--- src/rtl/bres_pkg.sv ---
// ----------------------------------------------------------------------------
// Bresenham line rasterizer package
// Widths, payload types and controller/datapath interface structs.
// ----------------------------------------------------------------------------
`timescale 1ns / 1ps

package bres_pkg;

  localparam int COORD_BITS = 6;
  // Pixel count of a line runs up to 2**COORD_BITS.
  localparam int CNT_BITS   = COORD_BITS + 1;
  // Signed decision term spans about +/- 2*(2**COORD_BITS).
  localparam int ERR_BITS   = COORD_BITS + 3;

  typedef logic [COORD_BITS-1:0] coord_t;

  typedef struct packed {
    coord_t x_start;
    coord_t y_start;
    coord_t x_end;
    coord_t y_end;
  } line_t;

  typedef struct packed {
    coord_t pixel_x;
    coord_t pixel_y;
    logic   last_pixel;
  } pixel_t;

  typedef struct packed {
    logic load;
    logic advance;
  } dp_cmd_t;

  typedef struct packed {
    logic last;
  } dp_status_t;

endpackage

--- src/rtl/bres_dp.sv ---
// ----------------------------------------------------------------------------
// Bresenham datapath
// Holds the line set-up and steps the current pixel on command.
// ----------------------------------------------------------------------------
`timescale 1ns / 1ps

module bres_dp (
  input  logic                 clk,
  input  bres_pkg::line_t      line,
  input  bres_pkg::dp_cmd_t    cmd,
  output bres_pkg::pixel_t     pixel,
  output bres_pkg::dp_status_t status
);

  // Move one unit along an axis: bit 0 moves, bit 1 decrements.
  function automatic bres_pkg::coord_t axis_step(bres_pkg::coord_t v, logic [1:0] sgn);
    bres_pkg::coord_t r;
    r = v;
    if (sgn[0]) begin
      r = sgn[1] ? v - 1'b1 : v + 1'b1;
    end
    return r;
  endfunction

  bres_pkg::coord_t                       cur_x, cur_y;
  bres_pkg::coord_t                       major_delta, minor_delta;
  logic signed [bres_pkg::ERR_BITS-1:0]   error_term;
  logic [bres_pkg::CNT_BITS-1:0]          pixels_left;
  logic                                   steep_flag;
  logic [3:0]                             step_signs;

  bres_pkg::coord_t                       dx, dy, maj_next, min_next;
  logic [3:0]                             step_signs_next;
  logic                                   steep_next;
  logic signed [bres_pkg::ERR_BITS-1:0]   err_init, err_sub, err_next;
  logic                                   err_pos;

  // Set-up from the incoming endpoints
  always_comb begin
    dx = (line.x_end >= line.x_start) ? line.x_end - line.x_start
                                      : line.x_start - line.x_end;
    dy = (line.y_end >= line.y_start) ? line.y_end - line.y_start
                                      : line.y_start - line.y_end;
    step_signs_next = {line.y_end < line.y_start, line.y_end != line.y_start,
                       line.x_end < line.x_start, line.x_end != line.x_start};
    steep_next = dy > dx;
    maj_next   = steep_next ? dy : dx;
    min_next   = steep_next ? dx : dy;
    err_init   = $signed({2'b00, min_next, 1'b0}) - $signed({3'b000, maj_next});
  end

  // Decision step: a zero term leaves the minor axis alone
  always_comb begin
    err_pos  = !error_term[bres_pkg::ERR_BITS-1] && (|error_term);
    err_sub  = err_pos ? error_term - $signed({2'b00, major_delta, 1'b0}) : error_term;
    err_next = err_sub + $signed({2'b00, minor_delta, 1'b0});
  end

  always_ff @(posedge clk) begin
    if (cmd.load) begin
      cur_x       <= line.x_start;
      cur_y       <= line.y_start;
      major_delta <= maj_next;
      minor_delta <= min_next;
      steep_flag  <= steep_next;
      step_signs  <= step_signs_next;
      error_term  <= err_init;
      pixels_left <= {1'b0, maj_next} + 1'b1;
    end else if (cmd.advance) begin
      if (steep_flag) begin
        cur_y <= axis_step(cur_y, step_signs[3:2]);
        if (err_pos) begin
          cur_x <= axis_step(cur_x, step_signs[1:0]);
        end
      end else begin
        cur_x <= axis_step(cur_x, step_signs[1:0]);
        if (err_pos) begin
          cur_y <= axis_step(cur_y, step_signs[3:2]);
        end
      end
      error_term  <= err_next;
      pixels_left <= pixels_left - 1'b1;
    end
  end

  assign status.last      = (pixels_left == bres_pkg::CNT_BITS'(1));
  assign pixel.pixel_x    = cur_x;
  assign pixel.pixel_y    = cur_y;
  assign pixel.last_pixel = status.last;

endmodule

--- src/rtl/bres_ctrl.sv ---
// ----------------------------------------------------------------------------
// Bresenham controller
// Sequences line set-up and pixel transfers.
// ----------------------------------------------------------------------------
`timescale 1ns / 1ps

module bres_ctrl (
  input  logic                 clk,
  input  logic                 rst,
  input  logic                 line_valid,
  input  logic                 pixel_stall,
  input  bres_pkg::dp_status_t status,
  output logic                 line_stall,
  output logic                 pixel_valid,
  output bres_pkg::dp_cmd_t    cmd
);

  typedef enum logic {
    IDLE,
    RUN
  } state_t;

  state_t state;
  logic   pixel_xfer;

  assign pixel_xfer  = pixel_valid && !pixel_stall;
  assign cmd.load    = line_valid && !line_stall;
  // Advance only between pixels of the same line
  assign cmd.advance = pixel_xfer && !status.last;

  always_ff @(posedge clk) begin
    if (rst) begin
      state       <= IDLE;
      line_stall  <= 1'b0;
      pixel_valid <= 1'b0;
    end else begin
      unique case (state)
        IDLE: begin
          if (cmd.load) begin
            state       <= RUN;
            line_stall  <= 1'b1;
            pixel_valid <= 1'b1;
          end
        end
        RUN: begin
          if (pixel_xfer && status.last) begin
            state       <= IDLE;
            line_stall  <= 1'b0;
            pixel_valid <= 1'b0;
          end
        end
        default: begin
          state       <= IDLE;
          line_stall  <= 1'b0;
          pixel_valid <= 1'b0;
        end
      endcase
    end
  end

endmodule

--- src/rtl/bresenham_line_rasterizer_top.sv ---
// ----------------------------------------------------------------------------
// Bresenham line rasterizer, top level
// Takes one line segment per transfer and emits each pixel from start to end.
// ----------------------------------------------------------------------------
//  channel | handshake             | payload
//  --------+-----------------------+-------------------------------------------
//  line    | line_valid/line_stall | x_start, y_start, x_end, y_end
//  pixel   | pixel_valid/pixel_st. | pixel_x, pixel_y, last_pixel
//
//  A line of major-axis length L gives L+1 pixels, up to 64 in all. The line
//  transfer loads the set-up; then one pixel per cycle while not stalled.
//  The datapath's single stepping unit paces it, one Bresenham step a cycle.
//  Reset (rst, synchronous) returns the controller to idle, no pixel pending.
//  pixel_stall holds the current pixel; line_stall is high while a line runs.
// ----------------------------------------------------------------------------
`timescale 1ns / 1ps

module bresenham_line_rasterizer_top (
  input  logic             clk,
  input  logic             rst,
  input  logic             line_valid,
  output logic             line_stall,
  input  bres_pkg::line_t  line,
  output logic             pixel_valid,
  input  logic             pixel_stall,
  output bres_pkg::pixel_t pixel
);

  bres_pkg::dp_cmd_t    cmd;
  bres_pkg::dp_status_t status;

  // Controller: accept a line when idle, then hand out its pixels
  bres_ctrl u_ctrl (
    .clk         (clk),
    .rst         (rst),
    .line_valid  (line_valid),
    .pixel_stall (pixel_stall),
    .status      (status),
    .line_stall  (line_stall),
    .pixel_valid (pixel_valid),
    .cmd         (cmd)
  );

  // Datapath: load the set-up on a line transfer, advance on each pixel
  // transfer that is not the final one
  bres_dp u_dp (
    .clk    (clk),
    .line   (line),
    .cmd    (cmd),
    .pixel  (pixel),
    .status (status)
  );

endmodule

--- config.mk ---
export PLATFORM = sky130hd
export DESIGN_NAME = bresenham_line_rasterizer_top
export DESIGN_NICKNAME = d
export VERILOG_FILES = /design/src/rtl/bres_pkg.sv /design/src/rtl/bres_dp.sv /design/src/rtl/bres_ctrl.sv /design/src/rtl/bresenham_line_rasterizer_top.sv
export SDC_FILE = /design/constraint.sdc
export NUM_CORES = 1
export LEC_CHECK = 0
export BUFFER_PORTS_ARGS = -buffer_cell sky130_fd_sc_hd__clkbuf_2
export CAP_MARGIN = 20
export CORE_MARGIN = 2
export CORE_UTILIZATION = 45
export CTS_BUF_LIST = sky130_fd_sc_hd__clkbuf_4
export DETAILED_ROUTE_END_ITERATION = 10
export MAX_ROUTING_LAYER = met4
export PLACE_DENSITY = 0.71
export SYNTH_ARGS = -nofsm -noshare
export SYNTH_HDL_FRONTEND = slang
export SYNTH_HIERARCHICAL = 1
export SYNTH_SLANG_ARGS = --single-unit
--- constraint.sdc ---
create_clock -name clk -period 8.1 [get_ports clk]
set_clock_uncertainty 0.05 [all_clocks]
set_input_delay 1.62 -clock clk [delete_from_list [all_inputs] [get_ports clk]]
set_output_delay 1.62 -clock clk [all_outputs]
set_load 0.1 [all_outputs]
---- After elaboration in Yosys (flattened, before gate mapping) ----
Cells that the tools add are included.
word-level totals
  bits in registers ....................... 47
  output and inout bits ................... 15
  word-level logic and storage cells ...... 77
cells by class
  add/sub/neg operators ................... 13
  magnitude comparators ................... 5
  equality and inequality tests ........... 6
  mux-type cells .......................... 27
  bitwise logic cells ..................... 1
  reduce and logical (&&, ||, !) cells .... 15
operators with widths
  kind                                                  number
  2-to-1 mux 6 bit                                      16
  2-to-1 mux 9 bit                                      3
  subtractor 6 bit                                      4
  2-to-1 mux 7 bit                                      2
  adder 6 x 1 -> 6 bit (second input constant)          2
  greater-or-equal comparator 6 bit                     2
  < comparator 6 bit                                    2
  != test 6 bit                                         2
  subtractor 6 x 1 -> 6 bit (second input constant)     2
  adder 9 x 8 -> 9 bit                                  1
  OR reduction 9 bit                                    1
  subtractor 9 x 8 -> 9 bit                             1
  subtractor 7 x 6 -> 8 bit                             1
  adder 6 x 1 -> 7 bit (second input constant)          1
  equality test 7 x 1 -> 1 bit (second input constant)  1
  subtractor 7 x 1 -> 7 bit (second input constant)     1
  greater-than comparator 6 bit                         1
  AND reduction 2 bit                                   3
  logical AND 1 bit                                     5
  zero test 1 bit                                       4
  2-to-1 mux 1 bit                                      4
  != test 2 bit (second input constant)                 2
  one-hot mux 1 bit (2 select lines)                    2
  != test 3 bit (second input constant)                 1
  3 further kinds                                       3

---- Longest topological paths before layout ----
Gate-level depths: netlist (run 1).
  word-level depth ........................ 7
  gate-level depth with buffers ........... 26
  gate-level depth less buffers ........... 26

---- Modules after synthesis ----
Netlist (run 1), hierarchy kept.
modules (own cells, without submodules)
  module     instances  cells an instance  area an instance (µm²)
  bres_dp    1          509                4709.5
  bres_ctrl  1          12                 110.1

---- Least setup slack after synthesis (run 1) ----
Ideal clock, no wire load.
  kind .................................... input to register
  start ................................... in line[0] in the netlist's numbering
  end ..................................... reg u_dp/error_term[6] in the netlist's numbering, data pin
  library setup time ...................... 0.273 ns
  data arrival time ....................... 6.691 ns
  required time ........................... 7.777 ns
  setup slack ............................. 1.086 ns
  cell stages on the path ................. 25
  path buffers ............................ 1
  cell sequence ........................... inv_1 -> ha_1 -> inv_1 -> fa_1 -> a21o_1 -> a2bb2oi_4 -> nand2_4 -> mux2_4 -> or3_4 -> and2_4 -> ha_1 -> nand3_1 -> a21oi_1 -> o31ai_1 -> inv_2 -> clkbuf_1 -> or3b_2 -> o21ai_0 -> ha_1 -> a2111oi_0 -> a221oi_1 -> o2bb2a_4 -> a2111oi_1 -> or3_1 -> a31oi_1
between the ends
  longest elaborated chain between the ends .. 6
  elaborated cells on any way between the ends .. 9
  those cells by class .................... add/sub (3); order compare (2); mux (4)
ends and longest elaborated chain
  what                                            RTL line                             source
  start: declaration                              bresenham_line_rasterizer_top.sv:23  input bres_pkg::line_t line,
  subtractor 6 bit, or another cell as far along  bres_dp.sv:43                        : line.y_start - line.y_end;
  2-to-1 mux 6 bit (*)                            bres_dp.sv:42                        dy = (line.y_end >= line.y_start) ? line.y_end - line.y_start
  greater-than comparator 6 bit (*)               bres_dp.sv:46                        steep_next = dy > dx;
  named net u_dp.steep_next                       bres_dp.sv:34                        logic steep_next;
  2-to-1 mux 6 bit (on tied branches)             bres_dp.sv:48, bres_dp.sv:47
  subtractor 7 x 6 -> 8 bit (*)                   bres_dp.sv:49                        err_init = $signed({2'b00, min_next, 1'b0}) - $signed({3'b000, maj_next});
  2-to-1 mux 9 bit (*)                            bres_dp.sv:60                        if (cmd.load) begin
  end signal: assignment                          bres_dp.sv:67                        error_term <= err_init;
  end signal: assignment                          bres_dp.sv:81                        error_term <= err_next;
  end: declaration                                bres_dp.sv:27                        logic signed [bres_pkg::ERR_BITS-1:0] error_term;
The timed path passes the listed nets; every way through them passes the cells marked *.
A chain may end at the register's enable or synchronous reset.

---- Final worst setup path (run 1) ----
  start ................................... in line[0] in the netlist's numbering
  end ..................................... reg u_dp/error_term[6] in the netlist's numbering, data pin
between the ends
  longest elaborated chain between the ends .. 6
  elaborated cells on any way between the ends .. 9
  those cells by class .................... add/sub (3); order compare (2); mux (4)
ends and longest elaborated chain
  what                                            RTL line
  subtractor 6 bit, or another cell as far along  bres_dp.sv:43
  2-to-1 mux 6 bit (*)                            bres_dp.sv:42
  greater-than comparator 6 bit                   bres_dp.sv:46
  2-to-1 mux 6 bit (on tied branches)             bres_dp.sv:48, bres_dp.sv:47
  subtractor 7 x 6 -> 8 bit (*)                   bres_dp.sv:49
  2-to-1 mux 9 bit (*)                            bres_dp.sv:60
Every way passes the cells marked *; elsewhere a longest branch is shown, timed or not.

==> results of run 1 <==
-- cells by family after synthesis --
group	Yosys count
buffers and inverters	83
adders and majority gates	63
AOI/OAI and AO/OA	150
xor gates and xnor gates	34
DFF	47
muxes	17
and+or+nand+nor	127
-- where the power goes --
group	switching [mW]	total [mW]	internal [mW]
Sequential	0.0515	0.440	0.388
Clock	0.0880	0.123	0.0350
Combinational	0.770	1.29	0.521
Total	0.909	1.85	0.945
-- cell usage in the layout, fill, tap and decap left out, types with 6 or more instances in the layout --
master / instances
a21o_1: 14
a21oi_1: 40
clkbuf_2: 42
edfxtp_1: 45
fa_1: 8
ha_1: 54
inv_1: 66
mux2i_1: 11
nand2_1: 32
nand2b_1: 6
nand3_1: 8
nor2_1: 23
nor2b_1: 9
nor3_1: 10
nor4_1: 6
o21ai_0: 29
xnor2_1: 23
xor2_1: 10
-- registers in the layout (all words and copies together), names as in the netlist --
signal and cells:
u_dp/cur_y 6, u_dp/error_term 9, u_ctrl/pixel_valid 1, u_dp/step_signs 4
u_ctrl/state 1, u_dp/minor_delta 6, u_dp/cur_x 6, u_dp/pixels_left 7
u_dp/steep_flag 1, u_dp/major_delta 6
-- path summary, 6_finish.rpt --
kind	slack (ps)	to	startpoint
min reg2reg	450	u_ctrl/state$_SDFF_PP0_	u_ctrl/state$_SDFF_PP0_
max	1180	u_dp/error_term[6]$_DFFE_PN_	line[0]
min	450	u_ctrl/state$_SDFF_PP0_	u_ctrl/state$_SDFF_PP0_
max reg2reg	4500	u_dp/error_term[8]$_DFFE_PN_	u_dp/error_term[2]$_DFFE_PN_
-- routing by layer --
layer / track usage, % / vias to the layer above / part of all wire [%]
met5: - / - / 0
met4: 5.40 / 0 / 1.4
met3: 2.00 / 13 / 4.9
met2: 32.7 / 119 / 49
met1: 25.2 / 1878 / 44
li1: - / 1956 / -
-- final cells by class --
cell class,count,area (um2)
Sequential cell,47,1390
Clock inverter,3,25.0
Clock buffer,5,37.5
Fill cell,999,5160
Inverter,68,255
Timing Repair Buffer,44,225
Multi-Input combinational cell,391,3110
Tap cell,136,170
-- synth_stat cells, types with 10 or more instances --
cell	count
inv_1	66
ha_1	54
edfxtp_1	45
a21oi_1	40
nand2_1	32
o21ai_0	29
nor2_1	23
xnor2_1	23
a21o_1	14
mux2i_1	11
nor2b_1	10
nor3_1	10
xor2_1	10
-- stage by stage --
| stage | hold WS (ps) | instances | utilization [%] | setup slack [ps] | total power [mW] |
|---|---|---|---|---|---|
| 2_1_floorplan | 402 | 521 | - | 1090 | 1.46 |
| 3_3_place_gp | 414 | 686 | 49.7 | 1060 | 1.67 |
| 3_5_place_dp | 423 | 686 | 49.7 | 830 | 1.72 |
| 4_1_cts | 444 | 694 | 50.3 | 1240 | 1.85 |
| 5_1_grt | 481 | 694 | 50.3 | 888 | 2.00 |
| 6_report | 449 | 694 | 50.3 | 1180 | 1.85 |
-- worst max-delay path, cell delays in order --
cell	delay, ps
clkbuf_2	90
inv_1	50
ha_1	130
inv_1	60
fa_1	400
a21o_1	230
a2bb2oi_4	200
nand2_4	120
mux2_4	320
o211ai_1	250
nand2_1	110
xnor2_1	250
ha_1	280
nand3_1	100
a21oi_1	60
o31ai_2	290
inv_2	220
or3b_2	500
o21ai_0	100
ha_1	270
a2111oi_0	90
a221oi_1	370
o2bb2a_4	200
a2111oi_1	440
or3_1	170
a31oi_1	70
==> impl_metrics.csv, run 1 <==
group,metric,value,unit
floorplan,die_w,107,um
synthesis,syn_area,4820,um2
hold_path,hold_path_depth,2,
floorplan,num_io_pins,43,
setup_path,critPathLaunchType,"input pin",
synthesis,ys_ff_latch,47,
synthesis,synth_xor_area_share,6.33,%
floorplan,die-area,11600,um2
route,ant_nets,0,
outcome,status,"completed",
clock_network,cts_resized,0,
layout,drive_above_1_share,16.3,%
layout,num-nets-final,647,
setup_path,path_max_fanout,19,
route,wl,10700,um
setup_path,worstPathArrival,6990,ps
synthesis,synth.distinct_cells,83,
sta,setup_tns,0,ps
grt,grt_pass1_wl,17700,um
clock_network,cts_buffers,5,
layout,area_growth,8.18,%
setup_path,rr_worst_depth,12,
placement,gp_congestion,0.905,
layout,diodes,0,
sta,hold_viol,0,
floorplan,num_rows,37,
synthesis,syn_inst,521,
floorplan,core_area,10400,um2
clock_network,clock_path_buffers,2,
placement,hpwl,8380,um
grt,antenna_found_initial,0,
synthesis,synth_top_area_share,28.0,%
synthesis,async_reset_ff_share,0,%
grt,grt_pass1_vias,3789,
sta,fmax,144,MHz
setup_path,crit_path_end_kind,"flip-flop",
clock_network,cts_tree,"done",
synthesis,synthFlopType,"edfxtp_1",
synthesis,ys_seq_area_share,28.9,%
clock_network,cts_root_buf,"clkbuf_4",
grt,grt.total_usage,19.5,%
grt,grt_max_degree,59,
route,route.vias.total,3966,
synthesis,synthTopCellsByArea,"edfxtp_1 28%, ha_1 14%, inv_1 5.1%",
power,peakVddDrop,0.000185,V
route,first_pass_iters,5,
sta,relSlewSlack,29.2,%
setup_path,worstPathRequired,8170,ps
route,drt-initial-drc-count,248,
synthesis,syn-num-nets,611,
placement,place_area,5150,um2
sta,min_period,6920,ps
synthesis,synth_compound_area_share,22.4,%
synthesis,muxShareOfSynthArea,3.76,%
synthesis,avgSynthCellArea,9.25,um2
sta,rsz0062_at_grt,"false",
synthesis,synth-simple-area-share,14.2,%
sta,max_slew.worst_pin.slew,1050,ps
hold_path,hp-class,"reg -> reg",
job,maxCapViolations,0,
synthesis,synth_edf_count,45,
route,drc,0,
layout,postLayoutCellArea,5210,um2
clock_network,cts.sinks,47,
clock_network,htreeDepth,2,
setup_path,criticalPathCategory,"in -> reg",
floorplan,initial_core_util,46.5,%
power,p_per_area,356,nW/um2
grt,globalRoute.totalOverflow,0,
route,drt-wirelength-per-cell,15.4,um
placement,numPortBuffers,42,
clock_network,cts_hold_buf,0,
clock_network,clk_pin_slew,150,ps
clock_network,clock_latency,390,ps
synthesis,synth_warnings,6,
synthesis,yosysTopAreaCell,"edfxtp_1",
sta,maxSlewViolCount,0,
synthesis,synth_top_family_by_area,"compound AO/OA/AOI/OAI gates",
synthesis,synthAdderAreaFrac,17.5,%
sta,post-route-period-util,85.5,%
power,leakagePower,2.30,nW
clock_network,post_cts_buffers,0,
sta,setup_viol_count_final,0,
route,viasPerCell,5.71,
floorplan,die_h,107,um
Power figures use the tool's default switching activity.
==> inputs of run 2 (changes only) <==
--- a/config.mk
+++ b/config.mk
@@ -5,14 +5,15 @@
 export SDC_FILE = /design/constraint.sdc
 export NUM_CORES = 1
 export LEC_CHECK = 0
-export BUFFER_PORTS_ARGS = -buffer_cell sky130_fd_sc_hd__clkbuf_2
 export CAP_MARGIN = 20
 export CORE_MARGIN = 2
 export CORE_UTILIZATION = 45
 export CTS_BUF_LIST = sky130_fd_sc_hd__clkbuf_4
 export DETAILED_ROUTE_END_ITERATION = 10
+export DONT_BUFFER_PORTS = 1
 export MAX_ROUTING_LAYER = met4
-export PLACE_DENSITY = 0.71
+export PLACE_DENSITY = 0.68
+export SLEW_MARGIN = 20
 export SYNTH_ARGS = -nofsm -noshare
 export SYNTH_HDL_FRONTEND = slang
 export SYNTH_HIERARCHICAL = 1
==> constraint.sdc (replaced) <==
create_clock -name clk -period 7.54 [get_ports clk]
set_clock_uncertainty 0.05 [all_clocks]
set_input_delay 1.508 -clock clk [delete_from_list [all_inputs] [get_ports clk]]
set_output_delay 1.508 -clock clk [all_outputs]
set_load 0.1 [all_outputs]
==> run 2 against run 1 <==
First-iteration DRC count fell by 13%. Sequential power rose by 37%. Worst setup slack got worse by 280 ps.
==> impl_metrics.csv, run 2 (synthesis gave the netlist of run 1 again) <==
group,metric,value,unit
sta,setup_tns,0,ps
floorplan,num_io_pins,43,
sta,rsz0062_at_grt,"false",
route,drt-wirelength-per-cell,16.5,um
placement,gp_congestion,0.871,
job,maxCapViolations,0,
layout,num-nets-final,605,
placement,pre_cts_slack,535,ps
sta,max_slew.worst_pin.slew,1100,ps
grt,grt_max_degree,59,
route,first_pass_iters,4,
sta,worst_slack,891,ps
clock_network,cts_root_buf,"clkbuf_4",
setup_path,criticalPathCategory,"in -> reg",
power,p_per_area,401,nW/um2
clock_network,cts_tree,"done",
sta,fmax,150,MHz
setup_path,critPathLaunchType,"input pin",
setup_path,worstPathRequired,7600,ps
sta,setup_viol_count_final,0,
floorplan,core_area,10400,um2
hold_path,hp-class,"reg -> reg",
setup_path,path_max_fanout,19,
layout,diodes,0,
hold_path,min_from,"u_ctrl/state$_SDFF_PP0_",
power,power,2.02,mW
clock_network,cts_resized,0,
route,route.vias.total,3769,
layout,layout_commonest_cell,"inv_1",
clock_network,clock_path_buffers,2,
layout,reg.largest.list,"u_dp/error_term (9), u_dp/pixels_left (7)",
layout,largest_reg_flops,9,
setup_path,r2r_start,"u_dp/error_term[2]$_DFFE_PN_",
layout,area_growth,4.72,%
clock_network,post_cts_buffers,0,
layout,regArea,1390,um2
power,peakVddDrop,0.000200,V
clock_network,clk_pin_slew,150,ps
setup_path,worstPathArrival,6710,ps
floorplan,die_w,107,um
sta,min_period,6650,ps
placement,numPortBuffers,0,
setup_path,crit_path_end_kind,"flip-flop",
grt,grt_pass1_wl,18100,um
sta,post-route-period-util,88.2,%
grt,grt_pass1_vias,3773,
sta,relSlewSlack,26.6,%
grt,antenna_found_initial,0,
outcome,status,"completed",
placement,hpwl,8320,um
sta,hold_viol,0,
clock_network,cts.sinks,47,
grt,globalRoute.totalOverflow,0,
grt,grt.total_usage,20.0,%
clock_network,clock_latency,380,ps
layout,largest_register,"u_dp/error_term",
setup_path,cp-startpoint,"line[0]",
layout,multi_input_area,3110,um2
layout,drive_above_1_share,9.69,%
route,ant_nets,0,
route,drt-initial-drc-count,216,
route,viasPerCell,5.78,
floorplan,die-area,11600,um2
layout,fillers,990,
sta,maxSlewViolCount,0,
floorplan,die_h,107,um
power,leakagePower,2.15,nW
floorplan,num_rows,37,
floorplan,initial_core_util,46.5,%
layout,final_cell_mix,"66 x inv_1, 54 x ha_1, 45 x edfxtp_1",
route,drc,0,
route,wl,10800,um
clock_network,cts_buffers,5,
clock_network,cts_hold_buf,0,
clock_network,htreeDepth,2,
-- run 2: critical path, stage by stage --
cell and delay (ps):
inv_1 40, ha_1 140, inv_1 60, fa_1 400, a21o_1 230, a2bb2oi_4 210
nand2_4 120, mux2_4 320, o21ai_1 380, and2_4 270, ha_1 230, nand3_1 90
a21oi_1 60, o31ai_2 290, inv_2 220, or3b_2 490, o21ai_0 90, ha_1 260
a2111oi_0 90, a221oi_1 350, o2bb2a_4 200, a2111oi_1 420, or3_1 170, a31oi_1 70
-- run 2: path summary, 6_finish.rpt --
| path | end | slack [ps] | depth (start not counted) |
|---|---|---|---|
| setup / recovery | u_dp/error_term[6]$_DFFE_PN_ | 890 | 24 |
| hold reg to reg | u_ctrl/state$_SDFF_PP0_ | 450 | 2 |
| hold / removal | u_ctrl/state$_SDFF_PP0_ | 450 | 2 |
| setup reg to reg | u_dp/error_term[8]$_DFFE_PN_ | 4080 | 12 |
-- run 2: layout make-up --
| cell class | instances | area share [%] |
|---|---|---|
| clock buffer | 5 | 0.744 |
| multi-input combinational | 391 | 61.6 |
| tap | 136 | 3.37 |
| sequential | 47 | 27.6 |
| inverter | 68 | 5.06 |
| clock inverter | 3 | 1.34 |
| timing repair buffer | 2 | 0.297 |
-- run 2: routing by layer --
layer  up-vias  share of wire (%)  global-route usage (%)
met3        16                3.7                    2.85
met5         -                  0                       -
met4         0                2.1                    6.23
li1       1870                  -                       -
met1      1792                 45                    25.4
met2        91                 49                    33.1
-- run 2: power breakdown --
group,switching (mW),internal [mW]
Clock,0.0902,0.103
Sequential,0.185,0.418
Combinational,0.681,0.546
Total,0.956,1.07
-- run 2: stage by stage --
step	instance area [um2]	util, %	hold slack, ps	instances
final	5050	48.7	454	652
after global placement	4940	47.7	409	644
after CTS	5050	48.7	463	652
after floorplan	4820	-	402	521
after global routing	5050	48.7	476	652
after detailed placement	4940	47.7	428	644
==> inputs of run 3 (changes only) <==
--- a/config.mk
+++ b/config.mk
@@ -5,14 +5,17 @@
 export SDC_FILE = /design/constraint.sdc
 export NUM_CORES = 1
 export LEC_CHECK = 0
+export ABC_AREA = 1
 export CAP_MARGIN = 20
+export CELL_PAD_IN_SITES_DETAIL_PLACEMENT = 1
+export CELL_PAD_IN_SITES_GLOBAL_PLACEMENT = 1
 export CORE_MARGIN = 2
 export CORE_UTILIZATION = 45
 export CTS_BUF_LIST = sky130_fd_sc_hd__clkbuf_4
 export DETAILED_ROUTE_END_ITERATION = 10
 export DONT_BUFFER_PORTS = 1
 export MAX_ROUTING_LAYER = met4
-export PLACE_DENSITY = 0.68
+export PLACE_DENSITY = 0.85
 export SLEW_MARGIN = 20
 export SYNTH_ARGS = -nofsm -noshare
 export SYNTH_HDL_FRONTEND = slang
==> constraint.sdc (replaced) <==
create_clock -name clk -period 7.7 [get_ports clk]
set_clock_uncertainty 0.05 [all_clocks]
set_input_delay 1.54 -clock clk [delete_from_list [all_inputs] [get_ports clk]]
set_output_delay 1.54 -clock clk [all_outputs]
set_load 0.1 [all_outputs]
==> run 3 against run 2 <==
Register-to-register slack improved by 210 ps. Critical path depth is 3 higher. Sequential cell count did not move. Largest power group unchanged. Non-clock buffer count decreased by 1. Area after synthesis up 4.0%. Worst hold slack better by 72 ps. Core utilization down 0.99 points. Global-route usage is 4.8 points higher. Total power is 5.2% lower. Synthesized cell count is 32% higher. Critical path type unchanged. Worst setup slack improved by 1500 ps. Sequential share of layout area shrank 0.65 points.
==> impl_metrics.csv, run 3 <==
group,metric,value,unit
grt,busiest_layer,"met2",
floorplan,initial_core_util,46.2,%
floorplan,num_io_pins,43,
grt,grt_max_degree,54,
layout,largest_reg_flops,9,
clock_network,clk_pin_slew,150,ps
layout,fin_util,47.7,%
setup_path,critPathLaunchType,"input pin",
setup_path,worstPathArrival,5390,ps
clock_network,post_cts_buffers,0,
layout,largest_register,"u_dp/error_term",
layout,reg.largest.list,"u_dp/error_term (9), u_dp/pixels_left (7)",
sta,setup_viol_count_final,0,
synthesis,synth_edf_count,45,
clock_network,cts.sinks,47,
synthesis,syn_area,5010,um2
route,route.vias.total,4508,
setup_path,crit_buf_inv,6,
synthesis,synth.most_common_cell,"nand2_1",
clock_network,clock_latency,390,ps
route,wl,13700,um
placement,numPortBuffers,0,
layout,multi_input_area,3050,um2
setup_path,cp_slowest_cell,"ha_1",
floorplan,die_h,110,um
outcome,status,"completed",
layout,regArea,1390,um2
layout,final_cell_mix,"176 x nand2_1, 118 x inv_1, 54 x ha_1",
synthesis,ys_ff_latch,47,
grt,grt_pass1_wl,22500,um
route,ant_nets,0,
placement,place_area,5110,um2
sta,maxSlewViolCount,0,
setup_path,critical-path-top-delay-family,"simple AND/OR/NAND/NOR gates",
layout,layout_commonest_cell,"nand2_1",
clock_network,cts_tree,"done",
route,drt-wirelength-per-cell,16.6,um
sta,min_period,5270,ps
synthesis,synth.top_cells.by_count,"176 x nand2_1, 118 x inv_1, 54 x ha_1, 52 x nand3_1, 45 x edfxtp_1",
sta,worst_slack,2430,ps
clock_network,clock_path_buffers,2,
grt,grt_use_met2,43.2,%
clock_network,cts_buffers,5,
route,viasPerCell,5.46,
layout,area_growth,3.12,%
setup_path,path_common_cell,"nand2_1",
synthesis,avgSynthCellArea,7.26,um2
grt,grtUsageMet1,29.2,%
layout,postLayoutCellArea,5170,um2
route,first_pass_iters,4,
setup_path,worstPathRequired,7820,ps
clock_network,cts_hold_buf,0,
synthesis,synthFlopType,"edfxtp_1",
grt,gr-usage-met3,3.50,%
floorplan,die-area,12000,um2
synthesis,synth_warnings,6,
clock_network,cts_root_buf,"clkbuf_4",
sta,max_slew.worst_pin.slew,1130,ps
synthesis,synthTopCellsByArea,"edfxtp_1 27%, ha_1 13%, nand2_1 13%",
power,leakagePower,2.68,nW
clock_network,htreeDepth,2,
synthesis,syn_inst,690,
floorplan,die_w,110,um
floorplan,core_area,10800,um2
route,drc,0,
placement,pre_cts_slack,2110,ps
sta,rsz0062_at_grt,"false",
sta,relSlewSlack,24.5,%
grt,grt_pass1_vias,4715,
grt,globalRoute.totalOverflow,0,
synthesis,yosysTopAreaCell,"edfxtp_1",
job,maxCapViolations,0,
sta,hold_viol,0,
synthesis,ys_seq_area_share,27.8,%
hold_path,hp-class,"reg -> reg",
sta,fmax,190,MHz
power,p_per_area,371,nW/um2
clock_network,cts_resized,0,
sta,setup_tns,0,ps
setup_path,criticalPathCategory,"in -> reg",
layout,num-nets-final,773,
layout,drive_above_1_share,11.0,%
power,peakVddDrop,0.000110,V
setup_path,cpPeakStageDelay,430,ps
floorplan,num_rows,38,
layout,fillers,1418,
synthesis,synth_top_area_share,27.0,%
synthesis,synth.distinct_cells,44,
route,drt-initial-drc-count,206,
placement,gp_congestion,0.952,
synthesis,syn-num-nets,780,
grt,grt.total_usage,24.7,%
setup_path,crit_path_end_kind,"flip-flop",
placement,hpwl,11200,um
sta,post-route-period-util,68.5,%
setup_path,path_max_fanout,17,
grt,antenna_found_initial,1,
synthesis,async_reset_ff_share,0,%
run 3: changes by cell type after synthesis, moves of 13 or more:
| cell | change |
|---|---|
| a21o_1 | -13 |
| inv_1 | +52 |
| nand2_1 | +144 |
| nand2_2 | +24 |
| nand3_1 | +44 |
| nor2_1 | +21 |
| xnor2_1 | -22 |
run 3: path summary, 6_finish.rpt:
path / from / end / slack [ps] / cells after the start
worst max-delay path: line[2] / u_dp/error_term[4]$_DFFE_PN_ / 2430 / 27
worst min-delay path: u_ctrl/state$_SDFF_PP0_ / u_ctrl/state$_SDFF_PP0_ / 530 / 4
worst max register to register: u_dp/error_term[3]$_DFFE_PN_ / u_dp/error_term[7]$_DFFE_PN_ / 4290 / 15
worst min register to register: u_ctrl/state$_SDFF_PP0_ / u_ctrl/state$_SDFF_PP0_ / 530 / 4
run 3: report_power, final:
group / total (mW) / switching [mW] / internal [mW]
registers: 0.536 / 0.138 / 0.397
clock network: 0.127 / 0.0918 / 0.0352
logic: 1.25 / 0.826 / 0.428
total: 1.92 / 1.06 / 0.861
run 3: metal layers:
layer,share of wire [%],vias to the layer above
met3,4.2,32
met1,42,2175
met5,0,-
met4,2.4,0
li1,-,2205
met2,51,96
run 3: area by class of cell:
cell class | instances | area share, %
diodes | 1 | 0.0484
clock buffers | 5 | 0.726
clock inverters | 3 | 0.387
inverters | 129 | 9.37
multi-input cells | 499 | 59.0
flip-flops and latches | 47 | 26.9
well taps | 140 | 3.39
repair buffers | 1 | 0.145
run 3: logic make-up after synthesis:
family,share of synthesized area [%]
and+or+nand+nor,31.0
buffers and inverters,11.5
AOI/OAI and AO/OA,10.3
adders and majority gates,16.7
DFF,27.8
xor gates and xnor gates,2.80
run 3: worst register-to-register path, stage by stage (launching register included):
cell and delay (ps):
edfxtp_1 450, ha_1 380, a21o_1 210, a31oi_1 220, nor2_1 110, o31ai_1 440
ha_1 330, a21oi_1 160, o31ai_1 100, inv_1 60, nor2_1 40, nor2_1 90
o21bai_1 90, or2_2 310, nand3_1 90, nand2_1 70
run 3: metrics by stage:
step	hold WS (ps)	std cells	power (mW)
2_1_floorplan	463	690	1.49
3_3_place_gp	477	816	1.70
3_5_place_dp	494	816	1.78
4_1_cts	529	824	1.92
5_1_grt	540	825	2.12
6_report	525	825	1.92
